`config.mk`:
```
export PLATFORM = sky130hd
export DESIGN_NAME = psc_proc
export DESIGN_NICKNAME = d
export VERILOG_FILES = /design/src/rtl/core/psc_pkg.sv /design/src/rtl/core/psc_proc.sv
export SDC_FILE = /design/constraint.sdc
export NUM_CORES = 1
export LEC_CHECK = 0
export ABC_AREA = 1
export ABC_CLOCK_PERIOD_IN_PS = 6600
export BUFFER_PORTS_ARGS = -buffer_cell sky130_fd_sc_hd__buf_2
export CORE_MARGIN = 3
export CORE_UTILIZATION = 49
export DETAILED_ROUTE_END_ITERATION = 12
export PLACE_DENSITY = 0.74
export SLEW_MARGIN = 20
export SYNTH_ARGS = -nofsm -noshare
export SYNTH_HDL_FRONTEND = slang
export SYNTH_SLANG_ARGS = --single-unit
export TNS_END_PERCENT = 50
```
`constraint.sdc`:
```
create_clock -name clk -period 6.6 [get_ports clk]
set_clock_uncertainty 0.1 [all_clocks]
set_input_delay 0.33 -clock clk [delete_from_list [all_inputs] [get_ports clk]]
set_output_delay 0.33 -clock clk [all_outputs]
set_load 0.03 [all_outputs]
```
`src/rtl/core/psc_pkg.sv`:
```
package psc_pkg;

  localparam int LOG_DEPTH = 1024;
  localparam int LOG_AW    = (LOG_DEPTH > 1) ? $clog2(LOG_DEPTH) : 1;

  localparam logic [31:0] HEADER_MAGIC = 32'h31f7_1dc1;
  localparam logic [1:0]  CE_MASK      = 2'h3;
  localparam logic [31:0] LOG_LIMIT    = 32'(LOG_DEPTH);

  localparam logic [10:0] COUNT_RESET  = 11'd32;

  localparam logic ACT_PACKET = 1'b0;
  localparam logic ACT_READ   = 1'b1;

  localparam logic CFG_COOKIE = 1'b0;
  localparam logic CFG_COUNT  = 1'b1;

  localparam logic [1:0] ST_ACCEPTED  = 2'd0;
  localparam logic [1:0] ST_BAD_MAGIC = 2'd1;
  localparam logic [1:0] ST_BAD_COOKIE = 2'd2;
  localparam logic [1:0] ST_LOG_READ  = 2'd3;

  typedef struct packed {
    logic        seen;
    logic [7:0]  tos;
  } log_entry_t;

  typedef struct packed {
    logic              en;
    logic [LOG_AW-1:0] addr;
    log_entry_t        data;
  } log_wr_t;

  typedef struct packed {
    logic        action;
    logic [31:0] magic_word;
    logic [31:0] packet_cookie;
    logic [31:0] sequence_req;
    logic        tos_present;
    logic [7:0]  tos_byte;
    logic [9:0]  read_index;
  } psc_item_t;

  function automatic logic [LOG_AW-1:0] log_addr(input logic [31:0] x);
    return x[LOG_AW-1:0];
  endfunction

endpackage

```
`src/rtl/core/psc_proc.sv`:
```
module psc_proc
  import psc_pkg::*;
(
  input  logic        clk,
  input  logic        rst_n,
  input  logic        s1_valid,
  input  psc_item_t   s1_item,
  input  log_entry_t  old_entry,
  input  logic [31:0] expected_cookie,
  input  logic [10:0] expected_count,
  output logic        s1_fire,
  output log_wr_t     wr,
  output logic        out_valid,
  input  logic        out_ready,
  output logic [1:0]  out_status,
  output logic [31:0] out_received_count,
  output logic [31:0] out_in_order_count,
  output logic [31:0] out_out_of_order_count,
  output logic [31:0] out_duplicate_count,
  output logic [31:0] out_congestion_count,
  output logic        out_entry_seen,
  output logic [7:0]  out_entry_tos
);

  logic [31:0] total_r, total_nxt;
  logic [31:0] last_r, last_nxt;
  logic [31:0] prefix_r, prefix_nxt;
  logic [31:0] disorder_r, disorder_nxt;
  logic [31:0] repeat_r, repeat_nxt;
  logic [31:0] marked_r, marked_nxt;
  logic        out_valid_r;
  logic [1:0]  status_r, status_nxt;
  logic        seen_r, seen_nxt;
  logic [7:0]  tos_r, tos_nxt;

  logic is_read, pkt_ok, started, ce, log_it, rd_in_range;
  logic [31:0] seq;

  assign s1_fire     = s1_valid && (!out_valid_r || out_ready);
  assign seq         = s1_item.sequence_req;
  assign is_read     = (s1_item.action == ACT_READ);
  assign pkt_ok      = !is_read && (s1_item.magic_word == HEADER_MAGIC) &&
                       (s1_item.packet_cookie == expected_cookie);
  assign started     = (total_r != 32'd0);
  assign ce          = s1_item.tos_present && ((s1_item.tos_byte[1:0] & CE_MASK) == CE_MASK);
  assign log_it      = (seq < 32'(expected_count)) && (seq < LOG_LIMIT);
  assign rd_in_range = (32'(s1_item.read_index) < LOG_LIMIT);

  always_comb begin
    total_nxt    = total_r;
    last_nxt     = last_r;
    prefix_nxt   = prefix_r;
    disorder_nxt = disorder_r;
    repeat_nxt   = repeat_r;
    marked_nxt   = marked_r;
    seen_nxt     = 1'b0;
    tos_nxt      = 8'd0;
    if (is_read) begin
      status_nxt = ST_LOG_READ;
      if (rd_in_range) begin
        seen_nxt = old_entry.seen;
        tos_nxt  = old_entry.tos;
      end
    end else if (s1_item.magic_word != HEADER_MAGIC) begin
      status_nxt = ST_BAD_MAGIC;
    end else if (s1_item.packet_cookie != expected_cookie) begin
      status_nxt = ST_BAD_COOKIE;
    end else begin
      status_nxt = ST_ACCEPTED;
      if (ce) begin
        marked_nxt = marked_r + 32'd1;
      end
      if (started && (seq < last_r)) begin
        disorder_nxt = disorder_r + 32'd1;
      end
      if (started && (seq == last_r)) begin
        repeat_nxt = repeat_r + 32'd1;
      end
      if ((repeat_nxt == 32'd0) && (disorder_nxt == 32'd0) && (seq == prefix_r)) begin
        prefix_nxt = prefix_r + 32'd1;
      end
      total_nxt = total_r + 32'd1;
      last_nxt  = seq;
    end
  end

  always_comb begin
    wr.en        = s1_fire && pkt_ok && log_it;
    wr.addr      = log_addr(seq);
    wr.data.seen = 1'b1;
    wr.data.tos  = s1_item.tos_present ? s1_item.tos_byte : old_entry.tos;
  end

  always_ff @(posedge clk) begin
    if (!rst_n) begin
      total_r    <= '0;
      last_r     <= '0;
      prefix_r   <= '0;
      disorder_r <= '0;
      repeat_r   <= '0;
      marked_r   <= '0;
    end else if (s1_fire) begin
      total_r    <= total_nxt;
      last_r     <= last_nxt;
      prefix_r   <= prefix_nxt;
      disorder_r <= disorder_nxt;
      repeat_r   <= repeat_nxt;
      marked_r   <= marked_nxt;
    end
  end

  always_ff @(posedge clk) begin
    if (!rst_n) begin
      out_valid_r <= 1'b0;
    end else if (s1_fire) begin
      out_valid_r <= 1'b1;
    end else if (out_ready) begin
      out_valid_r <= 1'b0;
    end
  end

  always_ff @(posedge clk) begin
    if (s1_fire) begin
      status_r <= status_nxt;
      seen_r   <= seen_nxt;
      tos_r    <= tos_nxt;
    end
  end

  // counters in the result register are taken after the update
  logic [31:0] res_total_r, res_prefix_r, res_disorder_r, res_repeat_r, res_marked_r;

  always_ff @(posedge clk) begin
    if (s1_fire) begin
      res_total_r    <= total_nxt;
      res_prefix_r   <= prefix_nxt;
      res_disorder_r <= disorder_nxt;
      res_repeat_r   <= repeat_nxt;
      res_marked_r   <= marked_nxt;
    end
  end

  assign out_valid              = out_valid_r;
  assign out_status             = status_r;
  assign out_received_count     = res_total_r;
  assign out_in_order_count     = res_prefix_r;
  assign out_out_of_order_count = res_disorder_r;
  assign out_duplicate_count    = res_repeat_r;
  assign out_congestion_count   = res_marked_r;
  assign out_entry_seen         = seen_r;
  assign out_entry_tos          = tos_r;

  a_prefix_needs_order: assert property (@(posedge clk) disable iff (!rst_n)
    ($past(rst_n) && (prefix_r != $past(prefix_r))) |->
      ((repeat_r == 32'd0) && (disorder_r == 32'd0)))
    else $error("in-order prefix advanced after disorder");

  a_total_steps_by_one: assert property (@(posedge clk) disable iff (!rst_n)
    ($past(rst_n) && (total_r != $past(total_r))) |->
      (total_r == $past(total_r) + 32'd1))
    else $error("received count moved by more than one");

  a_entry_only_on_read: assert property (@(posedge clk) disable iff (!rst_n)
    (out_valid_r && (status_r != ST_LOG_READ)) |-> (!seen_r && (tos_r == 8'd0)))
    else $error("log fields set on a non-read result");

endmodule

```
# == Word-level counts from Yosys, hierarchy flattened ==
# Index checks and enable logic that the tools add are counted.
# word_totals
ff_bits,364
inputBits,172
output_inout_bits,193
# classes
n_addsub,5
reduce_logical,20
bitwise_logic,3
muxes,30
n_eq_ne,7
n_lt_le_gt_ge,3
# ops
operator,count
$mux W32,25
$add A32 B1 Y32 const B,5
$eq A32 B32 Y1,3
$logic_not A32 Y1,2
$eq A32 B30 Y1 const B,1
$lt A32 B11 Y1,1
$lt A32 B11 Y1 const B,1
$lt A32 B32 Y1,1
$ne A32 B30 Y1 const B,1
$ne A32 B32 Y1,1
$reduce_bool A32 Y1,1
$logic_and A1 B1 Y1,11
$mux W8,1
$mux W2,2
$reduce_and A4 Y1,1
$not A1 Y1,3
$eq A2 B2 Y1 const B,1
$logic_not A1 Y1,2
$mux W1,2
$reduce_bool A2 Y1,1
$reduce_or A2 Y1,1
$logic_or A1 B1 Y1,1

# == Logic depth before layout (Yosys ltp) ==
# Gate-level depths: netlist of run 1.
# depth
word_depth,13
ltp_mapped,29
mapped_depth_nobuf,28

# == Least setup slack after synthesis of run 1 ==
# OpenSTA, ideal clock, no wires.
# synth_timing
path_type,register to register
start,register out_valid_r (netlist: out_valid)
end,register marked_r[0]
arrival_time_ps,6511
slack_ps,-376
required_ps,6135
synth_period_minus_slack_ps,6976
path_buffers,3
stages_incl_launch_ff,8
setup_time_ps,365
path_cell_list,dfxtp_1 -> nand2_1 -> nand2_1 -> clkbuf_1 -> inv_1 -> clkbuf_1 -> clkbuf_1 -> a21oi_1
# synth_via
elab_chain_len,3
# synth_rtl
element,line,source
start: declaration,psc_proc.sv:31,logic out_valid_r;
start signal: assignment,psc_proc.sv:114,out_valid_r <= 1'b0;
start signal: assignment,psc_proc.sv:116,out_valid_r <= 1'b1;
start signal: assignment,psc_proc.sv:118,out_valid_r <= 1'b0;
$logic_not A1 Y1,psc_proc.sv:39,assign s1_fire = s1_valid && (!out_valid_r || out_ready);
$logic_or A1 B1 Y1,psc_proc.sv:39,
$logic_and A1 B1 Y1,psc_proc.sv:39,
via s1_fire,psc_proc.sv:11,"output logic s1_fire,"
end signal: assignment,psc_proc.sv:108,marked_r <= marked_nxt;
end: declaration,psc_proc.sv:30,"logic [31:0] marked_r, marked_nxt;"
# The timed path passes the listed nets, and every way through them passes these cells.
# A chain may end at the register's enable or synchronous reset.

# == Worst setup path after layout of run 1 ==
# layout_timing
start,input port s1_item[28] in the netlist's numbering
end,"register res_prefix_r[27] (netlist: out_in_order_count[27]), data pin"
# layout_via
elab_chain_len,13
elab_cells_between_ends,21
cone_classes,1 x order compare; 2 x eq/ne; 12 x mux; 6 x reduce/logical
# layout_rtl
element,line,source
start: declaration,psc_proc.sv:7,"input psc_item_t s1_item,"
$lt A32 B32 Y1 or $eq A32 B32 Y1 (tied branches),"psc_proc.sv:73, psc_proc.sv:76",
"$logic_and A1 B1 Y1, on equally long branches","psc_proc.sv:73, psc_proc.sv:76",
"$mux W32, on equally long branches","psc_proc.sv:73, psc_proc.sv:76",
$mux W32,psc_proc.sv:66,end else if (s1_item.packet_cookie != expected_cookie) begin
$mux W32,psc_proc.sv:64,end else if (s1_item.magic_word != HEADER_MAGIC) begin
$mux W32,psc_proc.sv:58,if (is_read) begin
$logic_not A32 Y1,psc_proc.sv:79,if ((repeat_nxt == 32'd0) && (disorder_nxt == 32'd0) && (seq == prefix_r)) begin
$logic_and A1 B1 Y1,psc_proc.sv:79,
$logic_and A1 B1 Y1 *,psc_proc.sv:79,
$mux W32 *,psc_proc.sv:79,
$mux W32 *,psc_proc.sv:66,
$mux W32 *,psc_proc.sv:64,
$mux W32 *,psc_proc.sv:58,
via prefix_nxt[27],psc_proc.sv:27,"logic [31:0] prefix_r, prefix_nxt;"
end signal: assignment,psc_proc.sv:136,res_prefix_r <= prefix_nxt;
end: declaration,psc_proc.sv:131,"logic [31:0] res_total_r, res_prefix_r, res_disorder_r, res_repeat_r, res_marked_r;"
# Mark *: on every way through the listed nets, which the timed path passes. The rest lies on a longest branch. The select of a mux whose other input is x is not followed.

==> results of run 1 <==
metal layers:
metal,vias to the layer above,wire length [um],GRT usage [%]
li1,10500,-,-
met1,9381,28250,36.21
met2,663,29590,43.84
met3,127,4489,4.761
met4,0,1861,8.458
met5,-,0,0
repair_timing:
item / in CTS / in global routing
hold buffers: 39 / 0
hold endpoints to repair: 39 / 0
setup endpoints to repair: 0 / 0
cell usage after synthesis (3+ instances only):
| library cell | n | area (um2) |
|---|---|---|
| nand2_1 | 704 | 2643 |
| inv_1 | 474 | 1779 |
| nor2_1 | 305 | 1145 |
| o21ai_0 | 243 | 1216 |
| a21oi_1 | 211 | 1056 |
| dfxtp_1 | 193 | 3864 |
| edfxtp_1 | 171 | 5135 |
| nand3_1 | 140 | 700.7 |
| xor2_1 | 86 | 753.2 |
| nand4_1 | 85 | 531.8 |
| clkbuf_1 | 77 | 289.0 |
| nor3_1 | 56 | 280.3 |
| ha_1 | 48 | 600.6 |
| xnor2_1 | 30 | 262.8 |
| o21ai_1 | 27 | 135.1 |
| nor4_1 | 22 | 137.6 |
| nand2_2 | 19 | 118.9 |
| buf_4 | 18 | 135.1 |
| inv_2 | 18 | 67.56 |
| nor2_2 | 17 | 106.4 |
| a211oi_1 | 10 | 75.07 |
| buf_6 | 10 | 112.6 |
| nor2_4 | 10 | 112.6 |
| mux2_2 | 8 | 90.09 |
| buf_2 | 6 | 30.03 |
| clkinv_1 | 4 | 15.01 |
| nand3b_1 | 4 | 30.03 |
| nor3_2 | 4 | 40.04 |
| o21a_1 | 4 | 30.03 |
| and2_1 | 3 | 18.77 |
| nand3_2 | 3 | 30.03 |
| o2111ai_1 | 3 | 26.28 |
stage by stage:
step           utilization, %  worst slack, ps  instances  total power [W]  hold slack, ps
3_5_place_dp            54.93             2184       3879         0.003513           415.6
6_report                58.94             2087       3994         0.005782           34.29
5_1_grt                 58.94             1798       3994         0.006038           34.62
2_1_floorplan               -             2437       3039         0.003237           377.8
3_3_place_gp            54.93             2223       3879         0.003502           410.8
4_1_cts                 58.94             2195       3994         0.005826           2.193
worst register-to-register path: stages, from the launching register on:
cell      delay (ps)
dfxtp_1          330
inv_1             50
ha_1             280
nand2_1           80
inv_1             40
o21bai_1         120
nand2_1           70
a21oi_1          160
nand2_1           90
nand2_1           60
buf_4            260
nand3_4          370
o21ai_0          570
nand2_1          110
nor2_1           160
nand3_2          150
nor2_1           170
nand2_1          370
nor2_1           380
nand2_1           80
nand2_1           80
nand2_1           50
kinds of logic (layout without fill, tap and decap cells):
logic type | after synthesis | after routing | share of synthesized area (%)
AOI/OAI and AO/OA | 507 | 507 | 11.94
other | 1 | 1 | 0.01717
DFF | 364 | 364 | 41.20
xor gates and xnor gates | 116 | 116 | 4.652
and+or+nand+nor | 1385 | 1385 | 27.83
adders and majority gates | 48 | 48 | 2.750
muxes | 8 | 8 | 0.4125
buffers and inverters | 610 | 980 | 11.19
power by group:
| group | internal, W | total [W] | switching (W) |
|---|---|---|---|
| Combinational | 0.000278 | 0.000893 | 0.000615 |
| Sequential | 0.00251 | 0.00260 | 0.0000873 |
| Clock | 0.00135 | 0.00229 | 0.000941 |
| Total | 0.00414 | 0.00578 | 0.00164 |
area by class of cell:
| cell class | count | area (um2) |
|---|---|---|
| clock inverter | 21 | 163.9 |
| timing repair buffer | 407 | 2270 |
| fill | 4186 | 17880 |
| multi-input combinational | 2065 | 10430 |
| tap | 585 | 732.0 |
| clock buffer | 55 | 1191 |
| sequential | 364 | 8999 |
| inverter | 497 | 1881 |
layout by cell type (no fill, tap or decap), types with 4 or more instances in the layout:
cell	instances
o21ai_1	27
inv_2	18
dlygate4sd3_1	39
xnor2_1	30
clkbuf_16	43
nor4_1	22
buf_2	353
clkinvlp_4	5
dfxtp_1	193
nor3_1	56
a21oi_1	211
clkinv_2	7
nor3_2	4
nand4_1	85
edfxtp_1	171
clkbuf_8	7
nor2_4	12
nor2_2	17
clkbuf_1	5
xor2_1	86
buf_4	15
mux2_2	8
nand2_2	19
o21ai_0	243
nand3b_1	4
nand2_1	703
a211oi_1	10
ha_1	48
o21a_1	4
nand3_1	139
inv_1	472
nor2_1	303
clkinv_1	10
worst paths after layout:
path | startpoint | to | slack, ps | cells after the start
max | s1_item[28] | out_in_order_count[27] | 2090 | 22
min | s1_item[35] | last_r[16] | 30 | 3
max reg2reg | last_r[9] | out_in_order_count[27] | 2220 | 21
min reg2reg | disorder_r[31] | disorder_r[31] | 420 | 2
==> qor.yml, run 1 <==
detailed_routing:
  drtIter0Drc: 1638
  drcViolationCount: 0
  num_vias: 20670
  viasPerCell: 5.176
  drtPass1Iterations: 6
  wl_um: 64190
  ant_nets: 0
  wl_per_cell_um: 16.07
power_and_ir_drop:
  ir_drop_v: 0.0002261
  p_per_area_nw_per_um2: 225.2
  leakagePower_nw: 11.97
setup_path:
  crit_slowest_cell: "o21ai_0"
  crit_type: "in -> reg"
  cp_slowest_stage_delay_ps: 560
  crit_path_end_kind: "register"
  worst_path_most_repeated_cell: "nand2_1"
  crit_buf_inv: 4
  crit_path_cell_trace: "dlygate4sd3_1, buf_2, ha_1, nand2_1, inv_1, o21bai_1, nand2_1, a21oi_1, nand2_1, nand2_1, buf_4, nand3_4, o21ai_0, nand2_1, nor2_1, nand3_2, nor2_1, nand2_1, nor2_1, nand2_1, nand2_1, nand2_1"
  crit_family: "simple AND/OR/NAND/NOR gates"
  arrival_ps: 4720
  cp_max_fo: 27
  required_ps: 6810
  cp-start-kind: "primary input"
floorplanning:
  io_pins: 365
  die_height_um: 217.1
  initial_core_util_pct: 50.15
  die-area_um2: 47140
  core_um2: 43550
  num_rows: 76
  die_w_um: 217.1
layout:
  drive_above_1_share_pct: 15.58
  antenna_cells: 0
  fin_area_um2: 25670
  area_growth_pct: 17.52
  fin_nets: 3596
timing:
  tightest_slew_ps: 1012
  fin_tns_setup_ps: 0
  drv_slew: 0
  setup-violations-final: 0
  finalCritPeriodShare_pct: 68.37
  rsz0062_at_grt: "no"
  hold_viol: 0
  relSlewSlack_pct: 32.52
  max_freq_ghz: 0.2216
  min_period_ps: 4513
synth:
  syn_nets: 3259
  yosysSeqAreaShare_pct: 41.20
  synthesis.area_um2: 21840
  synth_cells: 3039
  ys_ff_latch: 364
  synth_flop_cell: "dfxtp_1"
  synth-async-reset-ratio_pct: 0
  synth_cell_type_count: 51
  synth_edf_count: 171
  yosysWarnings: 0
  avgSynthCellArea_um2: 7.187
place:
  place_area_um2: 23920
  dp_hpwl_um: 46030
  numPortBuffers: 353
  routabilityCongestion: 0.9717
cts:
  clkLatencyLatePin_ps: 580
  cts_resized: 0
  htreeDepth: 2
  cts_sinks: 364
  ctsRootBufferMaster: "clkbuf_16"
  cts_tree: "yes"
  post_cts_buffers: 0
  clock_path_buffers: 3
  cts_made_buffers: 41
  clk_pin_slew_worst_paths_ps: 60
flow_run:
  cap_violations: 0
global_route:
  grt_util_all_layers_pct: 26.78
  antenna_found_initial: 0
  grt_start_max_net_pins: 140
  grt_overflow: 0
  grt_pass1_vias: 19160
  grt_pass1_wl_um: 101800
worst_hold_path:
  hold_path.class: "in -> reg"
outcome:
  outcome: "finished clean"
Note: power is estimated with default switching activity, not from simulation.
==> run 2: changes to the inputs <==
--- a/config.mk
+++ b/config.mk
@@ -6,12 +6,12 @@
 export NUM_CORES = 1
 export LEC_CHECK = 0
 export ABC_AREA = 1
-export ABC_CLOCK_PERIOD_IN_PS = 6600
+export ABC_CLOCK_PERIOD_IN_PS = 4500
 export BUFFER_PORTS_ARGS = -buffer_cell sky130_fd_sc_hd__buf_2
 export CORE_MARGIN = 3
 export CORE_UTILIZATION = 49
 export DETAILED_ROUTE_END_ITERATION = 12
-export PLACE_DENSITY = 0.74
+export PLACE_DENSITY = 0.71
 export SLEW_MARGIN = 20
 export SYNTH_ARGS = -nofsm -noshare
 export SYNTH_HDL_FRONTEND = slang
==> constraint.sdc (replaced) <==
create_clock -name clk -period 4.5 [get_ports clk]
set_clock_uncertainty 0.1 [all_clocks]
set_input_delay 0.225 -clock clk [delete_from_list [all_inputs] [get_ports clk]]
set_output_delay 0.225 -clock clk [all_outputs]
set_load 0.03 [all_outputs]
==> run 2 against run 1 <==
Against the previous run:
- non-clock buffer count increased by 20
- critical path type unchanged
- cell count grew 0.45%
- largest power group unchanged
- register-to-register slack got worse by 1800 ps
- sequential share of layout area shrank 0.38 points
==> qor.yml, run 2 (synthesis results as in run 1) <==
power_and_ir_drop:
  p_per_area_nw_per_um2: 335.8  # +49%
  ir_drop_v: 0.0002197  # -2.8%
  leakagePower_nw: 12.11  # +1.2%
  power.total_w: 0.008713  # +51%
global_route:
  grt_start_max_net_pins: 91  # -35%
  antenna_found_initial: 0  # unchanged
  grt_overflow: 0  # unchanged
  grt_pass1_vias: 20330  # +6.1%
  grt_pass1_wl_um: 107900  # +6.0%
  grt_util_all_layers_pct: 28.47  # +1.7 points
floorplanning:
  num_rows: 76  # unchanged
  core_um2: 43550  # unchanged
  die-area_um2: 47140  # unchanged
  initial_core_util_pct: 50.15  # unchanged
  die_w_um: 217.1  # unchanged
  io_pins: 365  # unchanged
  die_height_um: 217.1  # unchanged
timing:
  min_period_ps: 4056
  fin_tns_setup_ps: 0  # unchanged
  drv_slew: 0  # unchanged
  rsz0062_at_grt: "no"
  tightest_slew_ps: 1060  # +47.52 ps
  hold_viol: 0  # unchanged
  setup-violations-final: 0  # unchanged
  relSlewSlack_pct: 29.28  # -3.2 points
  max_freq_ghz: 0.2465
  finalCritPeriodShare_pct: 90.14
detailed_routing:
  num_vias: 21310  # +3.1%
  wl_um: 68280  # +6.4%
  drtIter0Drc: 1801  # +10%
  wl_met2_um: 31840  # +7.6%
  route.met3.wl_um: 4521  # +0.71%
  wl_per_cell_um: 17.02  # +5.9%
  drtPass1Iterations: 6  # unchanged
  wl_met1_um: 29750  # +5.3%
  top_layer: "met4"
  drcViolationCount: 0  # unchanged
  viasPerCell: 5.310  # +2.6%
  ant_nets: 0  # unchanged
layout:
  layout_commonest_cell: "nand2_1"
  area_growth_pct: 18.80
  antenna_cells: 0  # unchanged
  final_cell_mix: "703 x nand2_1, 472 x inv_1, 353 x buf_2, 303 x nor2_1, 243 x o21ai_0"
  final-instance-count-excl-fill: 4012  # +0.45%
  drive_above_1_share_pct: 15.87  # +0.30 points
  fin_nets: 3616  # +0.56%
place:
  routabilityCongestion: 0.9585  # -1.4%
  placed_cells_incl_taps: 3896  # +0.44%
  dp_hpwl_um: 50400  # +9.5%
  numPortBuffers: 353  # unchanged
setup_path:
  timing.rr.end: "out_in_order_count[30]"
  r2r_cells: 17  # -19%
  required_ps: 4700  # -2110 ps
  cp-start-kind: "primary input"
  rr_startpoint: "last_r[15]"
  crit_type: "in -> reg"
  crit_path_end_kind: "register"
  regToRegSetupSlack_ps: 470  # -1750 ps
  arrival_ps: 4260  # -460 ps
  cp_max_fo: 27  # unchanged
worst_hold_path:
  hold_path.class: "in -> reg"
  hp-start: "s1_item[115]"
  whs_path_depth: 3  # unchanged
  hold_path_end: "out_entry_tos[5]"
cts:
  ctsRootBufferMaster: "clkbuf_16"
  cts_sinks: 364  # unchanged
  clkLatencyLatePin_ps: 580  # about the same
  ctsHoldBuffers: 42  # +7.7%
  cts_resized: 0  # unchanged
  post_cts_buffers: 0  # unchanged
  htreeDepth: 2  # unchanged
  cts_made_buffers: 41  # unchanged
  cts_tree: "yes"
  clk_pin_slew_worst_paths_ps: 60  # about the same
  clock_path_buffers: 3  # unchanged
flow_run:
  cap_violations: 0  # unchanged
outcome:
  outcome: "finished clean"
## run 2: cell count changes in the layout (fill, tap and decap cells not counted), sizes merged
cell / change
clkbuf: -4
inv: +1
dlygate4sd3: +3
bufinv: +6
buf: +17
clkinv: -3
clkinvlp: -2
## run 2: layout make-up
| type | count | area [um2] |
|---|---|---|
| clock buffer | 51 | 1074 |
| sequential | 364 | 8999 |
| multi-input combinational | 2065 | 10430 |
| tap | 585 | 732.0 |
| fill | 4124 | 17600 |
| timing repair buffer | 427 | 2502 |
| inverter | 497 | 1879 |
| clock inverter | 23 | 329.1 |
## run 2: where the power goes
part	switching [W]	internal [W]	leakage (nW)	total, W
clock	0.00140	0.00216	0.676	0.00355
sequential	0.000137	0.00369	3.31	0.00382
combinational	0.000920	0.000416	8.12	0.00134
total	0.00245	0.00626	12.1	0.00871
## run 2: critical path: stages
cell	delay, ps
dlygate4sd3_1	530
buf_2	150
ha_1	320
a21oi_1	170
o21ai_0	150
a21oi_1	200
nand2_1	120
nand2_1	360
nand3_4	390
o21ai_1	390
inv_1	100
nor3_1	310
nand4_1	200
nor2_4	170
buf_12	150
nand4_1	80
nand2_1	140
inv_1	70
## run 2: worst max path at each step
stage,end,cells past startpoint,from
final,out_in_order_count[30],18,s1_item[34]
after global routing,prefix_r[16],23,s1_item[28]
after CTS,out_in_order_count[6],23,last_r[15]
after detailed placement,out_in_order_count[27],20,s1_item[38]
after global placement,out_in_order_count[6],25,s1_item[28]
after floorplan,out_congestion_count[0],6,out_valid
## run 2: through the flow
step | setup WS (ps) | hold WS (ps) | utilization [%] | area, um2
2_1_floorplan | 336.8 | 272.8 | - | 21840
3_3_place_gp | 586.2 | 384.2 | 55.39 | 24120
3_5_place_dp | 542.9 | 391.8 | 55.39 | 24120
4_1_cts | 539.8 | 27.06 | 59.58 | 25950
5_1_grt | 143.9 | 62.92 | 59.58 | 25950
6_report | 443.6 | 61.16 | 59.58 | 25950
## run 2: per-layer routing
layer	global-route usage (%)	up-vias
li1	-	10540
met3	4.510	151
met2	47.42	760
met1	38.05	9852
met5	0	-
met4	9.306	0
==> run 3: changes to the inputs <==
--- a/config.mk
+++ b/config.mk
@@ -6,12 +6,12 @@
 export NUM_CORES = 1
 export LEC_CHECK = 0
 export ABC_AREA = 1
-export ABC_CLOCK_PERIOD_IN_PS = 4500
+export ABC_CLOCK_PERIOD_IN_PS = 3600
 export BUFFER_PORTS_ARGS = -buffer_cell sky130_fd_sc_hd__buf_2
 export CORE_MARGIN = 3
-export CORE_UTILIZATION = 49
+export CORE_UTILIZATION = 52
 export DETAILED_ROUTE_END_ITERATION = 12
-export PLACE_DENSITY = 0.71
+export PLACE_DENSITY = 0.76
 export SLEW_MARGIN = 20
 export SYNTH_ARGS = -nofsm -noshare
 export SYNTH_HDL_FRONTEND = slang
==> constraint.sdc (replaced) <==
create_clock -name clk -period 3.6 [get_ports clk]
set_clock_uncertainty 0.1 [all_clocks]
set_input_delay 0.18 -clock clk [delete_from_list [all_inputs] [get_ports clk]]
set_output_delay 0.18 -clock clk [all_outputs]
set_load 0.03 [all_outputs]
==> run 3 against run 2 <==
Against the previous run:
- register-to-register slack got worse by 500 ps
- routed wire length up 10%
- non-clock buffer count is 210 higher
- sequential power is 25% higher
- die area shrank 5.6%
- worst setup slack worse by 470 ps
- largest cell class unchanged
- the run now ends with negative setup slack left
- cell count rose by 4.0%
- critical path type is now reg -> reg
- sequential share of layout area down 3.0 points
- cell area up 9.6%
==> qor.yml, run 3 (synthesis results as in run 1) <==
timing:
  hold_viol: 0  # unchanged
  setup-violations-final: 3  # +3
  tightest_slew_ps: 986.5  # -73.19 ps
  drv_slew: 0  # unchanged
  timing.hold.ws_ps: 67.02  # +5.864 ps
  relSlewSlack_pct: 34.23  # +5.0 points
  layout_setup_ws_ps: -29.93  # -473.6 ps
  finalCritPeriodShare_pct: 100.8
  rsz0062_at_grt: "yes"
  max_freq_ghz: 0.2755
  min_period_ps: 3630
setup_path:
  cp_slowest_stage_delay_ps: 320  # -210 ps
  crit_slowest_cell: "dfxtp_1"
  required_ps: 3840  # -860 ps
  r2r_cells: 25  # +8
  rr_startpoint: "last_r[27]"
  arrival_ps: 3870  # -390 ps
  timing.rr.end: "out_in_order_count[6]"
  crit_type: "reg -> reg"
  cp_max_fo: 6  # -78%
  crit_path_end_kind: "register"
  crit_family: "simple AND/OR/NAND/NOR gates"
  cp-start-kind: "register"
  crit_buf_inv: 5  # unchanged
  startpoint: "last_r[27]"
  worst_path_most_repeated_cell: "nor2_4"
  regToRegSetupSlack_ps: -30  # -500 ps
place:
  routabilityCongestion: 0.9601  # +0.17%
  numPortBuffers: 353  # unchanged
  place_area_um2: 25440  # +5.5%
  placed_cells_incl_taps: 4024  # +3.3%
  dp_hpwl_um: 54220  # +7.6%
floorplanning:
  die_height_um: 210.9  # -2.8%
  die-area_um2: 44500  # -5.6%
  core_um2: 41200  # -5.4%
  initial_core_util_pct: 53.01  # +2.9 points
  num_rows: 74  # -2.6%
  io_pins: 365  # unchanged
  die_w_um: 210.9  # -2.8%
cts:
  clk_pin_slew_worst_paths_ps: 60  # about the same
  cts_made_buffers: 41  # unchanged
  cts_sinks: 364  # unchanged
  clock_path_buffers: 3  # unchanged
  clkLatencyLatePin_ps: 590  # about the same
  htreeDepth: 2  # unchanged
  cts_tree: "yes"
  ctsRootBufferMaster: "clkbuf_16"
detailed_routing:
  wl_um: 75080  # +10%
  drtIter0Drc: 2015  # +12%
  ant_nets: 0  # unchanged
  num_vias: 22710  # +6.6%
  viasPerCell: 5.442  # +2.5%
  drcViolationCount: 0  # unchanged
  wl_per_cell_um: 17.99  # +5.7%
  drtPass1Iterations: 6  # unchanged
global_route:
  gr-usage-met3_pct: 3.728  # -0.78 points
  grt_overflow: 0  # unchanged
  met1_usage_pct: 42.05  # +4.0 points
  antenna_found_initial: 1  # +1
  gr-max-usage-layer: "met2"
  grt_start_max_net_pins: 113  # +24%
  grt_util_all_layers_pct: 32.11  # +3.6 points
  grt_pass1_wl_um: 114100  # +5.7%
  met2_usage_pct: 54.86  # +7.4 points
  grt_pass1_vias: 21450  # +5.5%
worst_hold_path:
  hold_path.class: "in -> reg"
  hold_path_end: "out_status[0]"
  whs_path_depth: 7  # +4
  hp-start: "s1_item[97]"
layout:
  drive_above_1_share_pct: 24.97  # +9.1 points
  fin_area_um2: 28440  # +9.6%
  final-instance-count-excl-fill: 4173  # +4.0%
  utilization_pct: 69.03  # +9.5 points
  final_cell_mix: "649 x nand2_1, 464 x inv_1, 353 x buf_2, 271 x nor2_1, 237 x o21ai_0"
  fillCellCount: 3375  # -18%
  fin_nets: 3828  # +5.9%
  area_growth_pct: 30.23
  layout_commonest_cell: "nand2_1"
  antenna_cells: 0  # unchanged
outcome:
  violations: "negative setup slack"
  outcome: "finished with violations"
flow_run:
  cap_violations: 0  # unchanged
power_and_ir_drop:
  p_per_area_nw_per_um2: 390.2  # +16%
  leakagePower_nw: 13.37  # +10%
  ir_drop_v: 0.0004824  # +120%
-- run 3: layout make-up --
cell class | instances | area [um2] | area share [%]
clock buffer | 58 | 1140 | 4.007
inverter | 497 | 1892 | 6.651
tap | 532 | 665.6 | 2.340
timing repair buffer | 637 | 4244 | 14.92
multi-input combinational | 2067 | 11220 | 39.44
sequential | 364 | 9015 | 31.69
clock inverter | 18 | 269.0 | 0.9458
-- run 3: timing repair --
| action | in CTS | in global routing |
|---|---|---|
| endpoints found under the setup margin | 63 | 64 |
| hold endpoints to repair | 42 | 0 |
| pin swaps | 23 | 74 |
| gates cloned | 1 | 4 |
| hold buffers | 50 | 0 |
| resized for setup | 39 | 184 |
| setup buffers | 5 | 13 |
-- run 3: layer usage --
metal | wire length (um) | up-vias
li1 | - | 10970
met1 | 30830 | 10650
met2 | 36360 | 903
met3 | 4758 | 192
met4 | 3128 | 0
met5 | 0 | -
-- run 3: worst max-delay path by stage --
| stage | to | slack (ps) | depth (start not counted) |
|---|---|---|---|
| 2_1_floorplan | out_congestion_count[0] | 440 | 6 |
| 3_3_place_gp | out_in_order_count[28] | -120 | 20 |
| 3_5_place_dp | out_in_order_count[28] | -170 | 19 |
| 4_1_cts | out_in_order_count[27] | 0.2 | 25 |
| 5_1_grt | out_in_order_count[6] | -230 | 25 |
| 6_report | out_in_order_count[6] | -30 | 25 |
-- run 3: power by group --
group | leakage [nW] | internal [W] | switching, W
sequential | 3.31 | 0.00461 | 0.000169
combinational | 9.37 | 0.000672 | 0.00126
clock | 0.683 | 0.00260 | 0.00179
-- run 3: worst min-delay path, delay by kind of cell --
kind | cells | cell delay (ps)
buffers and inverters | 2 | 140
and+or+nand+nor | 5 | 300
-- run 3: per-stage QoR --
stage | power (W) | setup slack [ps] | TNS, ps
2_1_floorplan | 0.005928 | 439.0 | 0
5_1_grt | 0.01151 | -229.4 | -7492
3_3_place_gp | 0.006561 | -117.0 | -1373
6_report | 0.01110 | -29.93 | -68.34
4_1_cts | 0.01104 | 0.1728 | 0
3_5_place_dp | 0.006612 | -172.9 | -6130
